**config.mk**
```make
export PLATFORM = sky130hd
export DESIGN_NAME = mono_bitmap_row_expander
export DESIGN_NICKNAME = d
export VERILOG_FILES = /design/src/rtl/core/mbre_pkg.sv /design/src/rtl/core/mbre_cfg_regs.sv /design/src/rtl/core/mbre_in_reg.sv /design/src/rtl/core/mbre_expander.sv /design/src/rtl/core/mono_bitmap_row_expander.sv
export SDC_FILE = /design/constraint.sdc
export NUM_CORES = 1
export LEC_CHECK = 0
export BUFFER_PORTS_ARGS = -buffer_cell sky130_fd_sc_hd__buf_4
export CAP_MARGIN = 15
export CORE_MARGIN = 8
export CORE_UTILIZATION = 35
export DETAILED_ROUTE_END_ITERATION = 10
export HOLD_SLACK_MARGIN = 0.03
export SETUP_SLACK_MARGIN = 0.5
export SLEW_MARGIN = 20
export SYNTH_ARGS = -nofsm -noshare
export SYNTH_HDL_FRONTEND = slang
export SYNTH_SLANG_ARGS = --single-unit
```
**constraint.sdc**
```tcl
create_clock -name aclk -period 7 [get_ports aclk]
set_input_delay 0.7 -clock aclk [delete_from_list [all_inputs] [get_ports aclk]]
set_output_delay 0.7 -clock aclk [all_outputs]
set_load 0.02 [all_outputs]
```
**src/rtl/core/mbre_pkg.sv**
```systemverilog
// ---------------------------------------------------------------------------
// mbre_pkg
// Shared types and constants for the monochrome bitmap row expander.
// ---------------------------------------------------------------------------
package mbre_pkg;

    // fixed field widths
    localparam int unsigned ICON_WIDTH_W = 6;
    localparam int unsigned BYTE_W       = 8;
    localparam int unsigned ROW_BITS_W   = 32;
    localparam int unsigned COLOUR_W     = 16;
    localparam int unsigned ADDR_W       = 16;
    localparam int unsigned CFG_INDEX_W  = 3;
    localparam int unsigned CFG_DATA_W   = 16;
    localparam int unsigned BIT_SEL_W    = 5;
    localparam int unsigned S_TDATA_W    = 40;
    localparam int unsigned M_TDATA_W    = 32;

    // configuration register indexes
    typedef enum logic [CFG_INDEX_W-1:0] {
        REG_ICON_WIDTH      = 3'd0,
        REG_ICON_HEIGHT     = 3'd1,
        REG_CONTAINER_WIDTH = 3'd2,
        REG_X_OFFSET        = 3'd3,
        REG_Y_OFFSET        = 3'd4,
        REG_FG_COLOUR       = 3'd5,
        REG_BG_COLOUR       = 3'd6
    } reg_idx_t;

    // what one row item turns into
    typedef enum logic [1:0] {
        KIND_NONE   = 2'd0,
        KIND_ERROR  = 2'd1,
        KIND_PIXELS = 2'd2
    } item_kind_t;

    // configuration as seen by the datapath
    typedef struct packed {
        logic [ICON_WIDTH_W-1:0] icon_width;
        logic [BYTE_W-1:0]       icon_height;
        logic [BYTE_W-1:0]       container_width;
        logic [BYTE_W-1:0]       x_offset;
        logic [BYTE_W-1:0]       y_offset;
        logic [COLOUR_W-1:0]     fg_colour;
        logic [COLOUR_W-1:0]     bg_colour;
    } cfg_t;

    // one row item
    typedef struct packed {
        logic [BYTE_W-1:0]     row_index;
        logic [ROW_BITS_W-1:0] row_bits;
    } row_item_t;

    // handshake between input register and expander
    typedef struct packed {
        logic pop;
    } item_hs_t;

endpackage

```
**src/rtl/core/mbre_cfg_regs.sv**
```systemverilog
// ---------------------------------------------------------------------------
// mbre_cfg_regs
// Configuration register file written through the cfg write channel.
// ---------------------------------------------------------------------------
module mbre_cfg_regs (
    input  logic                                aclk,
    input  logic                                aresetn,
    input  logic                                cfg_valid,
    output logic                                cfg_ready,
    input  logic [mbre_pkg::CFG_INDEX_W-1:0]    cfg_index,
    input  logic [mbre_pkg::CFG_DATA_W-1:0]     cfg_data,
    output mbre_pkg::cfg_t                      cfg
);

    mbre_pkg::cfg_t cfg_reg;

    // writes always taken
    assign cfg_ready = 1'b1;
    assign cfg       = cfg_reg;

    // register write decode
    always_ff @(posedge aclk) begin
        if (!aresetn) begin
            cfg_reg <= '0;
        end else if (cfg_valid) begin
            unique case (mbre_pkg::reg_idx_t'(cfg_index))
                mbre_pkg::REG_ICON_WIDTH: begin
                    cfg_reg.icon_width <= cfg_data[mbre_pkg::ICON_WIDTH_W-1:0];
                end
                mbre_pkg::REG_ICON_HEIGHT: begin
                    cfg_reg.icon_height <= cfg_data[mbre_pkg::BYTE_W-1:0];
                end
                mbre_pkg::REG_CONTAINER_WIDTH: begin
                    cfg_reg.container_width <= cfg_data[mbre_pkg::BYTE_W-1:0];
                end
                mbre_pkg::REG_X_OFFSET: begin
                    cfg_reg.x_offset <= cfg_data[mbre_pkg::BYTE_W-1:0];
                end
                mbre_pkg::REG_Y_OFFSET: begin
                    cfg_reg.y_offset <= cfg_data[mbre_pkg::BYTE_W-1:0];
                end
                mbre_pkg::REG_FG_COLOUR: begin
                    cfg_reg.fg_colour <= cfg_data;
                end
                mbre_pkg::REG_BG_COLOUR: begin
                    cfg_reg.bg_colour <= cfg_data;
                end
                default: begin
                    cfg_reg <= cfg_reg;
                end
            endcase
        end
    end

endmodule

```
**src/rtl/core/mbre_in_reg.sv**
```systemverilog
// ---------------------------------------------------------------------------
// mbre_in_reg
// Input register holding the row item that is being expanded.
// ---------------------------------------------------------------------------
module mbre_in_reg (
    input  logic                  aclk,
    input  logic                  aresetn,
    input  logic                  s_tvalid,
    output logic                  s_tready,
    input  mbre_pkg::row_item_t   s_item,
    input  logic                  pop,
    output logic                  item_valid,
    output mbre_pkg::row_item_t   item
);

    logic                valid_reg;
    logic                valid_next;
    mbre_pkg::row_item_t item_reg;

    // free, or emptied by the expander in this cycle
    assign s_tready   = !valid_reg || pop;
    assign item_valid = valid_reg;
    assign item       = item_reg;

    always_comb begin
        valid_next = valid_reg;
        if (s_tready) begin
            valid_next = s_tvalid;
        end
    end

    // valid flag
    always_ff @(posedge aclk) begin
        if (!aresetn) begin
            valid_reg <= 1'b0;
        end else begin
            valid_reg <= valid_next;
        end
    end

    // payload
    always_ff @(posedge aclk) begin
        if (s_tvalid && s_tready) begin
            item_reg <= s_item;
        end
    end

endmodule

```
**src/rtl/core/mbre_expander.sv**
```systemverilog
// ---------------------------------------------------------------------------
// mbre_expander
// Walks the held row one pixel per transaction into the result register.
// ---------------------------------------------------------------------------
module mbre_expander #(
    parameter int unsigned SMALL_ROW_WIDTH = 16,
    parameter int unsigned MAX_ROW_WIDTH   = 32
) (
    input  logic                                aclk,
    input  logic                                aresetn,
    input  mbre_pkg::cfg_t                      cfg,
    input  mbre_pkg::row_item_t                 item,
    input  logic                                item_valid,
    output mbre_pkg::item_hs_t                  hs,
    output logic                                m_valid,
    input  logic                                m_ready,
    output logic [mbre_pkg::ADDR_W-1:0]         m_address,
    output logic [mbre_pkg::COLOUR_W-1:0]       m_colour,
    output logic                                m_last,
    output logic                                m_status
);

    localparam int unsigned COL_W   = $clog2(MAX_ROW_WIDTH);
    localparam int unsigned CNT_W   = mbre_pkg::ICON_WIDTH_W;
    localparam int unsigned SUM_W   = mbre_pkg::BYTE_W + 1;
    localparam int unsigned PROD_W  = SUM_W + mbre_pkg::BYTE_W;
    localparam logic [CNT_W-1:0] SMALL_CNT = CNT_W'(SMALL_ROW_WIDTH);
    localparam logic [CNT_W-1:0] MAX_CNT   = CNT_W'(MAX_ROW_WIDTH);
    localparam logic [CNT_W-1:0] SMALL_TOP = CNT_W'(SMALL_ROW_WIDTH - 1);
    localparam logic [CNT_W-1:0] MAX_TOP   = CNT_W'(MAX_ROW_WIDTH - 1);

    logic [COL_W-1:0]                 col_reg;
    logic [COL_W-1:0]                 col_next;
    logic                             valid_reg;
    logic                             valid_next;
    logic [mbre_pkg::ADDR_W-1:0]      addr_reg;
    logic [mbre_pkg::ADDR_W-1:0]      addr_next;
    logic [mbre_pkg::COLOUR_W-1:0]    colour_reg;
    logic [mbre_pkg::COLOUR_W-1:0]    colour_next;
    logic                             last_reg;
    logic                             last_next;
    logic                             status_reg;
    logic                             status_next;

    mbre_pkg::item_kind_t             kind;
    logic [CNT_W-1:0]                 count;
    logic [CNT_W-1:0]                 top;
    logic [CNT_W-1:0]                 col_ext;
    logic [CNT_W-1:0]                 bit_sel;
    logic [SUM_W-1:0]                 place_sum;
    logic [SUM_W-1:0]                 row_sum;
    logic [PROD_W-1:0]                row_prod;
    logic [mbre_pkg::ADDR_W-1:0]      base;
    logic                             pix_set;
    logic                             col_last;
    logic                             out_adv;
    logic                             pop;

    // classify the held item
    always_comb begin
        place_sum = SUM_W'(cfg.x_offset) + SUM_W'(cfg.icon_width);
        if (cfg.icon_width == '0 || cfg.icon_height == '0 || cfg.container_width == '0) begin
            kind = mbre_pkg::KIND_NONE;
        end else if (place_sum > SUM_W'(cfg.container_width)) begin
            kind = mbre_pkg::KIND_ERROR;
        end else if (item.row_index >= cfg.icon_height) begin
            kind = mbre_pkg::KIND_NONE;
        end else begin
            kind = mbre_pkg::KIND_PIXELS;
        end
    end

    // pixel count and first bit position
    always_comb begin
        if (cfg.icon_width <= SMALL_CNT) begin
            count = cfg.icon_width;
            top   = SMALL_TOP;
        end else begin
            count = (cfg.icon_width > MAX_CNT) ? MAX_CNT : cfg.icon_width;
            top   = MAX_TOP;
        end
        col_ext  = CNT_W'(col_reg);
        bit_sel  = top - col_ext;
        pix_set  = item.row_bits[bit_sel[mbre_pkg::BIT_SEL_W-1:0]];
        col_last = (col_ext == count - CNT_W'(1));
    end

    // row base address, wrapping at 16 bits
    always_comb begin
        row_sum  = SUM_W'(item.row_index) + SUM_W'(cfg.y_offset);
        row_prod = PROD_W'(row_sum) * PROD_W'(cfg.container_width);
        base     = row_prod[mbre_pkg::ADDR_W-1:0]
                 + mbre_pkg::ADDR_W'(cfg.x_offset);
    end

    assign out_adv = !valid_reg || m_ready;

    // result and item bookkeeping
    always_comb begin
        valid_next  = valid_reg;
        addr_next   = addr_reg;
        colour_next = colour_reg;
        last_next   = last_reg;
        status_next = status_reg;
        col_next    = col_reg;
        pop         = 1'b0;
        if (out_adv) begin
            valid_next = 1'b0;
            if (item_valid) begin
                case (kind)
                    mbre_pkg::KIND_ERROR: begin
                        valid_next  = 1'b1;
                        addr_next   = '0;
                        colour_next = '0;
                        last_next   = 1'b1;
                        status_next = 1'b1;
                        pop         = 1'b1;
                        col_next    = '0;
                    end
                    mbre_pkg::KIND_PIXELS: begin
                        valid_next  = 1'b1;
                        addr_next   = base + mbre_pkg::ADDR_W'(col_reg);
                        colour_next = pix_set ? cfg.fg_colour
                                              : cfg.bg_colour;
                        last_next   = col_last;
                        status_next = 1'b0;
                        pop         = col_last;
                        col_next    = col_last ? '0 : col_reg + COL_W'(1);
                    end
                    default: begin
                        pop      = 1'b1;
                        col_next = '0;
                    end
                endcase
            end
        end
    end

    // control state
    always_ff @(posedge aclk) begin
        if (!aresetn) begin
            valid_reg <= 1'b0;
            col_reg   <= '0;
        end else begin
            valid_reg <= valid_next;
            col_reg   <= col_next;
        end
    end

    // result payload
    always_ff @(posedge aclk) begin
        addr_reg   <= addr_next;
        colour_reg <= colour_next;
        last_reg   <= last_next;
        status_reg <= status_next;
    end

    assign hs.pop    = pop;
    assign m_valid   = valid_reg;
    assign m_address = addr_reg;
    assign m_colour  = colour_reg;
    assign m_last    = last_reg;
    assign m_status  = status_reg;

    // an error result is a single, final, zeroed transaction
    a_error_shape: assert property (@(posedge aclk) disable iff (!aresetn)
        (valid_reg && status_reg) |-> (last_reg && addr_reg == '0 && colour_reg == '0))
        else $error("error result not final or not zeroed");

    // a row part-way through keeps its item held
    a_row_held: assert property (@(posedge aclk) disable iff (!aresetn)
        (col_reg != '0) |-> item_valid)
        else $error("column counter running without a held row");

    // column counter stays inside the row
    a_col_range: assert property (@(posedge aclk) disable iff (!aresetn)
        (col_reg != '0) |-> (CNT_W'(col_reg) < count))
        else $error("column counter beyond pixel count");

    // consecutive pixels of one row step the address by one
    a_addr_step: assert property (@(posedge aclk) disable iff (!aresetn)
        (out_adv && valid_next && !status_next && col_reg != '0)
        |=> (addr_reg == $past(base) + mbre_pkg::ADDR_W'($past(col_reg))))
        else $error("pixel address out of step");

endmodule

```
**src/rtl/core/mono_bitmap_row_expander.sv**
```systemverilog
// ---------------------------------------------------------------------------
// mono_bitmap_row_expander
// Expands 1-bit icon rows into framebuffer pixel writes.
// ---------------------------------------------------------------------------
//  channel  | direction | payload
//  s_       | in        | tdata: row_index[7:0], row_bits[39:8]
//  m_       | out       | tdata: pixel_address[15:0], pixel_colour[31:16];
//           |           | tlast: last_pixel; tuser: status
//  cfg_     | in        | cfg_index register number, cfg_data value
//
//  While m_tready does not stall, a row gives one result transaction per
//  cycle (icon_width pixels, at most MAX_ROW_WIDTH, counted by the column
//  counter, or one error transaction), and rows giving no result stream at
//  one per cycle. The base address multiply sits in the result register path.
//  Reset is synchronous on aresetn; control and setup registers clear to zero.
//  m_tready low holds the result register and then the input register.
// ---------------------------------------------------------------------------
module mono_bitmap_row_expander #(
    parameter int unsigned SMALL_ROW_WIDTH = 16,
    parameter int unsigned MAX_ROW_WIDTH   = 32
) (
    input  logic                               aclk,
    input  logic                               aresetn,
    // row_index [7:0], row_bits [39:8]
    input  logic [mbre_pkg::S_TDATA_W-1:0]     s_tdata,
    input  logic                               s_tvalid,
    output logic                               s_tready,
    // pixel_address [15:0], pixel_colour [31:16]
    output logic [mbre_pkg::M_TDATA_W-1:0]     m_tdata,
    output logic                               m_tlast,
    // status [0]
    output logic                               m_tuser,
    output logic                               m_tvalid,
    input  logic                               m_tready,
    input  logic                               cfg_valid,
    output logic                               cfg_ready,
    input  logic [mbre_pkg::CFG_INDEX_W-1:0]   cfg_index,
    input  logic [mbre_pkg::CFG_DATA_W-1:0]    cfg_data
);

    mbre_pkg::cfg_t                    cfg;
    mbre_pkg::row_item_t               s_item;
    mbre_pkg::row_item_t               item;
    mbre_pkg::item_hs_t                hs;
    logic                              item_valid;
    logic [mbre_pkg::ADDR_W-1:0]       m_address;
    logic [mbre_pkg::COLOUR_W-1:0]     m_colour;

    // unpack the input transaction
    assign s_item.row_index = s_tdata[mbre_pkg::BYTE_W-1:0];
    assign s_item.row_bits  = s_tdata[mbre_pkg::BYTE_W +: mbre_pkg::ROW_BITS_W];

    mbre_cfg_regs u_cfg_regs (
        .aclk      (aclk),
        .aresetn   (aresetn),
        .cfg_valid (cfg_valid),
        .cfg_ready (cfg_ready),
        .cfg_index (cfg_index),
        .cfg_data  (cfg_data),
        .cfg       (cfg)
    );

    mbre_in_reg u_in_reg (
        .aclk       (aclk),
        .aresetn    (aresetn),
        .s_tvalid   (s_tvalid),
        .s_tready   (s_tready),
        .s_item     (s_item),
        .pop        (hs.pop),
        .item_valid (item_valid),
        .item       (item)
    );

    mbre_expander #(
        .SMALL_ROW_WIDTH (SMALL_ROW_WIDTH),
        .MAX_ROW_WIDTH   (MAX_ROW_WIDTH)
    ) u_expander (
        .aclk       (aclk),
        .aresetn    (aresetn),
        .cfg        (cfg),
        .item       (item),
        .item_valid (item_valid),
        .hs         (hs),
        .m_valid    (m_tvalid),
        .m_ready    (m_tready),
        .m_address  (m_address),
        .m_colour   (m_colour),
        .m_last     (m_tlast),
        .m_status   (m_tuser)
    );

    // pack the result transaction
    assign m_tdata = {m_colour, m_address};

endmodule

```
==> results.json, run 1 <==
{
  "vias": 7238,
  "timing.final.crit_share_pct": 88.7,
  "clk_pin_slew_ps": 70,
  "drt_pass1_iterations": 6,
  "maxSlewViolCount": 0,
  "cts-root-buf": "clkbuf_16",
  "grt_pass1_wl_um": 37800,
  "hold_path_depth": 1,
  "whs_ps": 442,
  "p_leak_nw": 4.71,
  "min_to": "u_in_reg.item[27]",
  "setup-tns-final_ps": 0,
  "crit_path_max_incr_delay_ps": 520,
  "synth_edf_count": 74,
  "final_common_cell": "nand2_1",
  "critPathArrivalTime_ps": 6380,
  "die-height_um": 183,
  "grt_usage_pct": 14.0,
  "rsz0062_at_grt": "no",
  "ant_nets": 0,
  "vdd_drop_max_v": 0.000108,
  "power_density_nw_per_um2": 186,
  "grt_max_degree": 76,
  "syn_nets": 1190,
  "num_io_pins": 101,
  "rr_worst_depth": 19,
  "yosysWarnings": 0,
  "largest_register_ffs": 70,
  "required_ps": 7170,
  "antenna_found_initial": 0,
  "hold_start": "s_tdata[35]",
  "start_kind": "flip-flop",
  "finalNonFillerCells": 1470,
  "final_cell_mix": "nand2_1, buf_4, a21oi_1, ha_1, dfxtp_1",
  "ys_ff_latch": 151,
  "post-route-util_pct": 41.8,
  "status": "finished clean",
  "synth.distinct_cells": 59,
  "syn_inst": 989,
  "wirelength_um": 23400,
  "viasPerCell": 4.92,
  "cp_common_cell": "fa_1",
  "synth.avg_cell_area_um2": 9.86,
  "nFillCells": 2726,
  "coreArea_um2": 27600,
  "netlist_area_um2": 9750,
  "drv_cap": 0,
  "cts_made_buffers": 17,
  "cts_buffer_depth": 2,
  "overflow": 0,
  "tightest_slew_ps": 996,
  "slowest_stage": "fa_1",
  "wire_per_inst_um": 15.9,
  "portBuffers": 99,
  "r2r_end": "u_expander.m_address[13]",
  "hold_violations": 0,
  "period_minus_slack_ps": 6210,
  "initial_core_util_pct": 35.3,
  "fin_worst_skew_ps": 12.5,
  "critPathMaxFanout": 3,
  "min-delay-path-class": "in -> reg",
  "clock.fmax_mhz": 161,
  "gp_congestion": 0.827,
  "die_w_um": 183,
  "synth_ff_type": "dfxtp_1",
  "num_rows": 61,
  "clkLatencyLatePin_ps": 430,
  "area_delta_synth_final_pct": 18.4,
  "drt_iter0_drc": 390,
  "seq_area_frac_synth_pct": 38.6,
  "async_flop_share_pct": 0,
  "relSlewSlack_pct": 32.2,
  "cp_cell_sequence": "ha_1 -> a21o_1 -> a21oi_1 -> o21bai_1 -> a2111oi_2 -> or3_1 -> mux2_2 -> fa_1 -> inv_1 -> fa_1 -> fa_1 -> fa_1 -> ha_1 -> ha_1 -> nor4_1 -> a211oi_2 -> o31a_1 -> nor3_1 -> nor3_1",
  "crit_path_end_kind": "flip-flop",
  "finalInstanceArea_um2": 11500,
  "drc": 0,
  "layout-drive-gt1-share_pct": 15.7,
  "nets": 1279,
  "die-area_um2": 33400,
  "placed_cell_area_um2": 10900,
  "critical_path_class": "reg -> reg",
  "clock_sinks": 151,
  "grt_pass1_vias": 7186,
  "r2r_setup_slack_ps": 790,
  "placed_cells": 1437,
  "dp.final_hpwl_um": 17300,
  "rr_startpoint": "u_in_reg.item[33]",
  "finalSetupViolations": 0,
  "cts_tree": "yes",
  "cts_max_level": 4
}
synthesized netlist by cell type, drive strengths merged, types with 24 or more instances:
library cell    n  area (um^2)
mux2i          30          313
nand2         170          638
ha             84         1050
clkbuf         31          118
edfxtp         74         2220
inv            71          267
nor2           61          229
fa             53         1060
dfxtp          77         1540
nand2b         24          150
and2           38          238
a21oi          86          430
stage by stage:
stage / power (mW) / setup slack [ps]
3_5_place_dp: 1.20 / 804
3_3_place_gp: 1.19 / 939
4_1_cts: 2.17 / 787
2_1_floorplan: 1.12 / 583
6_report: 2.15 / 788
5_1_grt: 2.22 / 532
critical path, delay by kind of cell, from the launching register on:
| kind | cells | cell delay (ps) |
|---|---|---|
| adders and majority gates | 7 | 2780 |
| buffers and inverters | 1 | 60 |
| AOI/OAI and AO/OA | 6 | 1460 |
| DFF | 1 | 420 |
| and+or+nand+nor | 4 | 870 |
| muxes | 1 | 370 |
area by class of cell:
| cell class | instances | area (um^2) | share of cell area [%] |
|---|---|---|---|
| inverter | 71 | 267 | 2.31 |
| timing repair buffer | 111 | 833 | 7.22 |
| multi-input combinational | 726 | 5590 | 48.4 |
| clock buffer | 17 | 425 | 3.69 |
| clock inverter | 15 | 186 | 1.62 |
| sequential | 151 | 3760 | 32.6 |
| tap | 378 | 473 | 4.10 |
| antenna | 1 | 2.50 | 0.0217 |
power breakdown:
part | leakage (nW) | internal, mW | switching, mW | total (mW)
logic | 3.17 | 0.0913 | 0.120 | 0.211
registers | 1.24 | 0.950 | 0.0157 | 0.966
clock network | 0.299 | 0.543 | 0.427 | 0.970
worst max-delay path by stage:
stage	startpoint	to	slack (ps)
2_1_floorplan	u_cfg_regs.cfg[65]	u_in_reg.item[0]	580
3_3_place_gp	u_in_reg.item[33]	u_expander.m_address[12]	940
3_5_place_dp	u_in_reg.item[33]	u_expander.m_address[12]	800
4_1_cts	u_in_reg.item[33]	u_expander.m_address[12]	790
5_1_grt	u_in_reg.item[32]	u_expander.m_address[10]	530
6_report	u_in_reg.item[33]	u_expander.m_address[13]	790
logic make-up after synthesis:
family	Yosys count	synth area share, %
adder cells (fa/ha/maj)	137	21.7
AO/OA/AOI/OAI	158	9.82
multiplexers	42	5.78
other	1	0.0385
flip-flops	151	38.6
buffers and inverters	112	4.56
AND/OR/NAND/NOR	362	17.2
XOR/XNOR	26	2.34
what timing repair did:
action	in CTS	in global routing
setup endpoints to repair	0	6
hold buffers	0	0
gates resized for setup	0	6
setup buffers	0	0
routing by layer:
metal  vias to the layer above  share of wire (%)  global-route usage, %
met5                         -                  0                      0
met2                       164                 47                   23.2
li1                       3582                  -                      -
met3                        20                4.6                   2.65
met4                         0                1.3                   4.13
met1                      3472                 47                   18.5
No activity file was read; power rests on OpenSTA's default activity.
==> inputs of run 2 (changes only) <==
CORE_UTILIZATION = 28   (was 35)
SYNTH_HIERARCHICAL = 1   (was not set)
==> run 2 against run 1 <==
Core utilization is 8.4 points lower. Final area shrank 0.74%. Critical path type unchanged. Clock power decreased by 11%. Critical path depth rose by 3. Fmax decreased by 1.2%. Sequential power about the same. Register-to-register slack worse by 80 ps. Die area rose by 22%. Area after synthesis is 0.73% lower. Synthesized cell count is 9.7% lower. Count of clock-buffer cells in the layout increased by 4. Sequential cell count stayed put.
==> results.json, run 2 <==
{
  "grt_usage_pct": 10.9,
  "crit_path_end_kind": "flip-flop",
  "hold_start": "s_tdata[11]",
  "num_io_pins": 101,
  "period_minus_slack_ps": 6290,
  "layout-drive-gt1-share_pct": 15.7,
  "timing.final.crit_share_pct": 89.8,
  "grtUsageMet1_pct": 13.7,
  "grt.busiest_layer": "met2",
  "setup-tns-final_ps": 0,
  "synth.avg_cell_area_um2": 10.8,
  "rr_startpoint": "u_in_reg/item[33]",
  "synth_ff_type": "dfxtp_1",
  "die-height_um": 202,
  "relSlewSlack_pct": 29.1,
  "hold_violations": 0,
  "n_antenna_cell": 0,
  "clock.fmax_mhz": 159,
  "nFillCells": 3453,
  "ant_nets": 0,
  "fin_worst_skew_ps": 11.6,
  "cts_tree": "yes",
  "yosys.area.top_type": "edfxtp_1",
  "ys_top_cells_by_area": "edfxtp_1, dfxtp_1, fa_1",
  "cts_buffer_depth": 2,
  "drc": 0,
  "r2r_end": "u_expander/m_address[15]",
  "hold_path_depth": 1,
  "met2_usage_pct": 18.0,
  "finalInstanceArea_um2": 11500,
  "dp.final_hpwl_um": 17100,
  "clock_sinks": 151,
  "die_w_um": 202,
  "clk_pin_slew_ps": 60,
  "portBuffers": 99,
  "placed_cells": 1419,
  "vias": 6450,
  "p_leak_nw": 5.21,
  "critPathArrivalTime_ps": 6470,
  "holdBufCountCts": 0,
  "min_to": "u_in_reg/item[3]",
  "synth_edf_count": 74,
  "seq_area_frac_synth_pct": 38.9,
  "largest_register_ffs": 70,
  "final_cell_mix": "nand2_1, buf_4, mux2i_1, ha_1, inv_1",
  "grt_pass1_wl_um": 35400,
  "async_flop_share_pct": 0,
  "nets": 1184,
  "rr_worst_depth": 22,
  "syn_nets": 1094,
  "grt_max_degree": 94,
  "gp_congestion": 0.837,
  "required_ps": 7180,
  "coreArea_um2": 34300,
  "yosysWarnings": 6,
  "tightest_slew_ps": 1060,
  "syn_inst": 893,
  "overflow": 0,
  "cp_cell_sequence": "ha_1 -> a21o_1 -> a21oi_2 -> nor2b_1 -> o21a_1 -> o41a_1 -> xor2_2 -> nand2_1 -> fa_1 -> inv_1 -> fa_1 -> fa_1 -> fa_1 -> ha_1 -> ha_1 -> o21a_1 -> o2111a_1 -> o41ai_2 -> nand3_1 -> o41ai_2 -> xnor3_1 -> and2_1",
  "start_kind": "flip-flop",
  "synth_top_area_share_pct": 23.0,
  "rsz0062_at_grt": "yes",
  "die-area_um2": 40800,
  "r2r_setup_slack_ps": 710,
  "placed_cell_area_um2": 10900,
  "grtUsageMet3_pct": 3.41,
  "netlist_area_um2": 9680,
  "yosysMostFrequentCell": "nand2_1",
  "power_density_nw_per_um2": 178,
  "multi_input_area_um2": 5450,
  "area_delta_synth_final_pct": 18.4,
  "cp_common_cell": "fa_1",
  "critPathMaxFanout": 8,
  "cts_max_level": 4,
  "synth.distinct_cells": 63,
  "finalSetupViolations": 0,
  "post-cts-setup-buffers": 0,
  "cts-root-buf": "clkbuf_16",
  "wire_per_inst_um": 15.4,
  "critical_path_class": "reg -> reg",
  "ys_ff_latch": 151,
  "finalNonFillerCells": 1451,
  "drt_pass1_iterations": 5,
  "viasPerCell": 4.45,
  "drv_cap": 0,
  "num_rows": 68,
  "antenna_found_initial": 0,
  "maxSlewViolCount": 0,
  "initial_core_util_pct": 28.2,
  "grt_pass1_vias": 6750,
  "final_common_cell": "nand2_1",
  "crit_path_max_incr_delay_ps": 510,
  "drt_iter0_drc": 370,
  "wirelength_um": 22300,
  "min-delay-path-class": "in -> reg",
  "synth_common_cells": "nand2_1, mux2i_1, ha_1",
  "clkLatencyLatePin_ps": 420,
  "vdd_drop_max_v": 0.000226,
  "status": "finished clean",
  "slowest_stage": "fa_1",
  "seq_area_um2": 3760,
  "cts_made_buffers": 17
}
==> run 2: where the power goes <==
group	switching, mW	internal, mW
combinational	0.113	0.0925
clock	0.377	0.491
sequential	0.0151	0.950
==> run 2: worst max-delay path by stage <==
stage                       from                        to  slack [ps]  cells after the start
2_1_floorplan  u_in_reg/item[33]  u_expander/m_address[15]        1000                     22
6_report       u_in_reg/item[33]  u_expander/m_address[15]         710                     22
4_1_cts        u_in_reg/item[33]  u_expander/m_address[15]         540                     22
3_3_place_gp   u_in_reg/item[33]  u_expander/m_address[15]         550                     22
5_1_grt        u_in_reg/item[33]  u_expander/m_address[15]         400                     24
3_5_place_dp   u_in_reg/item[33]  u_expander/m_address[15]         490                     22
==> run 2: layout make-up <==
type | instances | share of cell area [%]
clock buffers | 21 | 4.12
clock inverters | 11 | 0.754
inverters | 86 | 2.82
multi-input cells | 622 | 47.6
flip-flops and latches | 151 | 32.9
well taps | 455 | 4.97
repair buffers | 105 | 6.88
==> run 2: timing repair <==
action | 4_1_cts | 5_1_grt
resized for setup | 2 | 4
gates cloned | 0 | 0
hold endpoints to repair | 0 | 0
pin swaps | 0 | 0
setup endpoints to repair | 1 | 3
==> run 2: critical path, delay by kind of cell (launching register included) <==
family	cells	cell delay, ps
AOI/OAI and AO/OA	8	1600
and+or+nand+nor	4	510
adders and majority gates	7	2870
buffers and inverters	1	50
DFF	1	430
xor gates and xnor gates	2	570
==> run 2: layer usage <==
layer / wire length, um / part of all wire (%) / vias up
met2: 10300 / 46 / 113
met3: 1170 / 5.2 / 22
met5: 0 / 0 / -
met4: 250 / 1.1 / 0
met1: 10500 / 47 / 3104
li1: - / - / 3211
==> run 2: logic make-up after synthesis <==
| kind of cell | after synthesis | synth area share (%) |
|---|---|---|
| flip-flops | 151 | 38.9 |
| buffers and inverters | 120 | 5.24 |
| adder cells (fa/ha/maj) | 137 | 21.8 |
| XOR/XNOR | 33 | 3.13 |
| AO/OA/AOI/OAI | 74 | 5.19 |
| other | 1 | 0.0388 |
| multiplexers | 97 | 11.8 |
| AND/OR/NAND/NOR | 280 | 13.9 |
==> run 2: stage by stage <==
| stage | total power, mW | setup WS (ps) | utilization [%] | hold WS (ps) |
|---|---|---|---|---|
| 6_report | 2.04 | 712 | 33.4 | 452 |
| 5_1_grt | 2.13 | 400 | 33.4 | 431 |
| 4_1_cts | 2.07 | 540 | 33.3 | 432 |
| 3_5_place_dp | 1.19 | 489 | 31.7 | 452 |
| 3_3_place_gp | 1.19 | 554 | 31.7 | 444 |
| 2_1_floorplan | 1.11 | 998 | - | 434 |
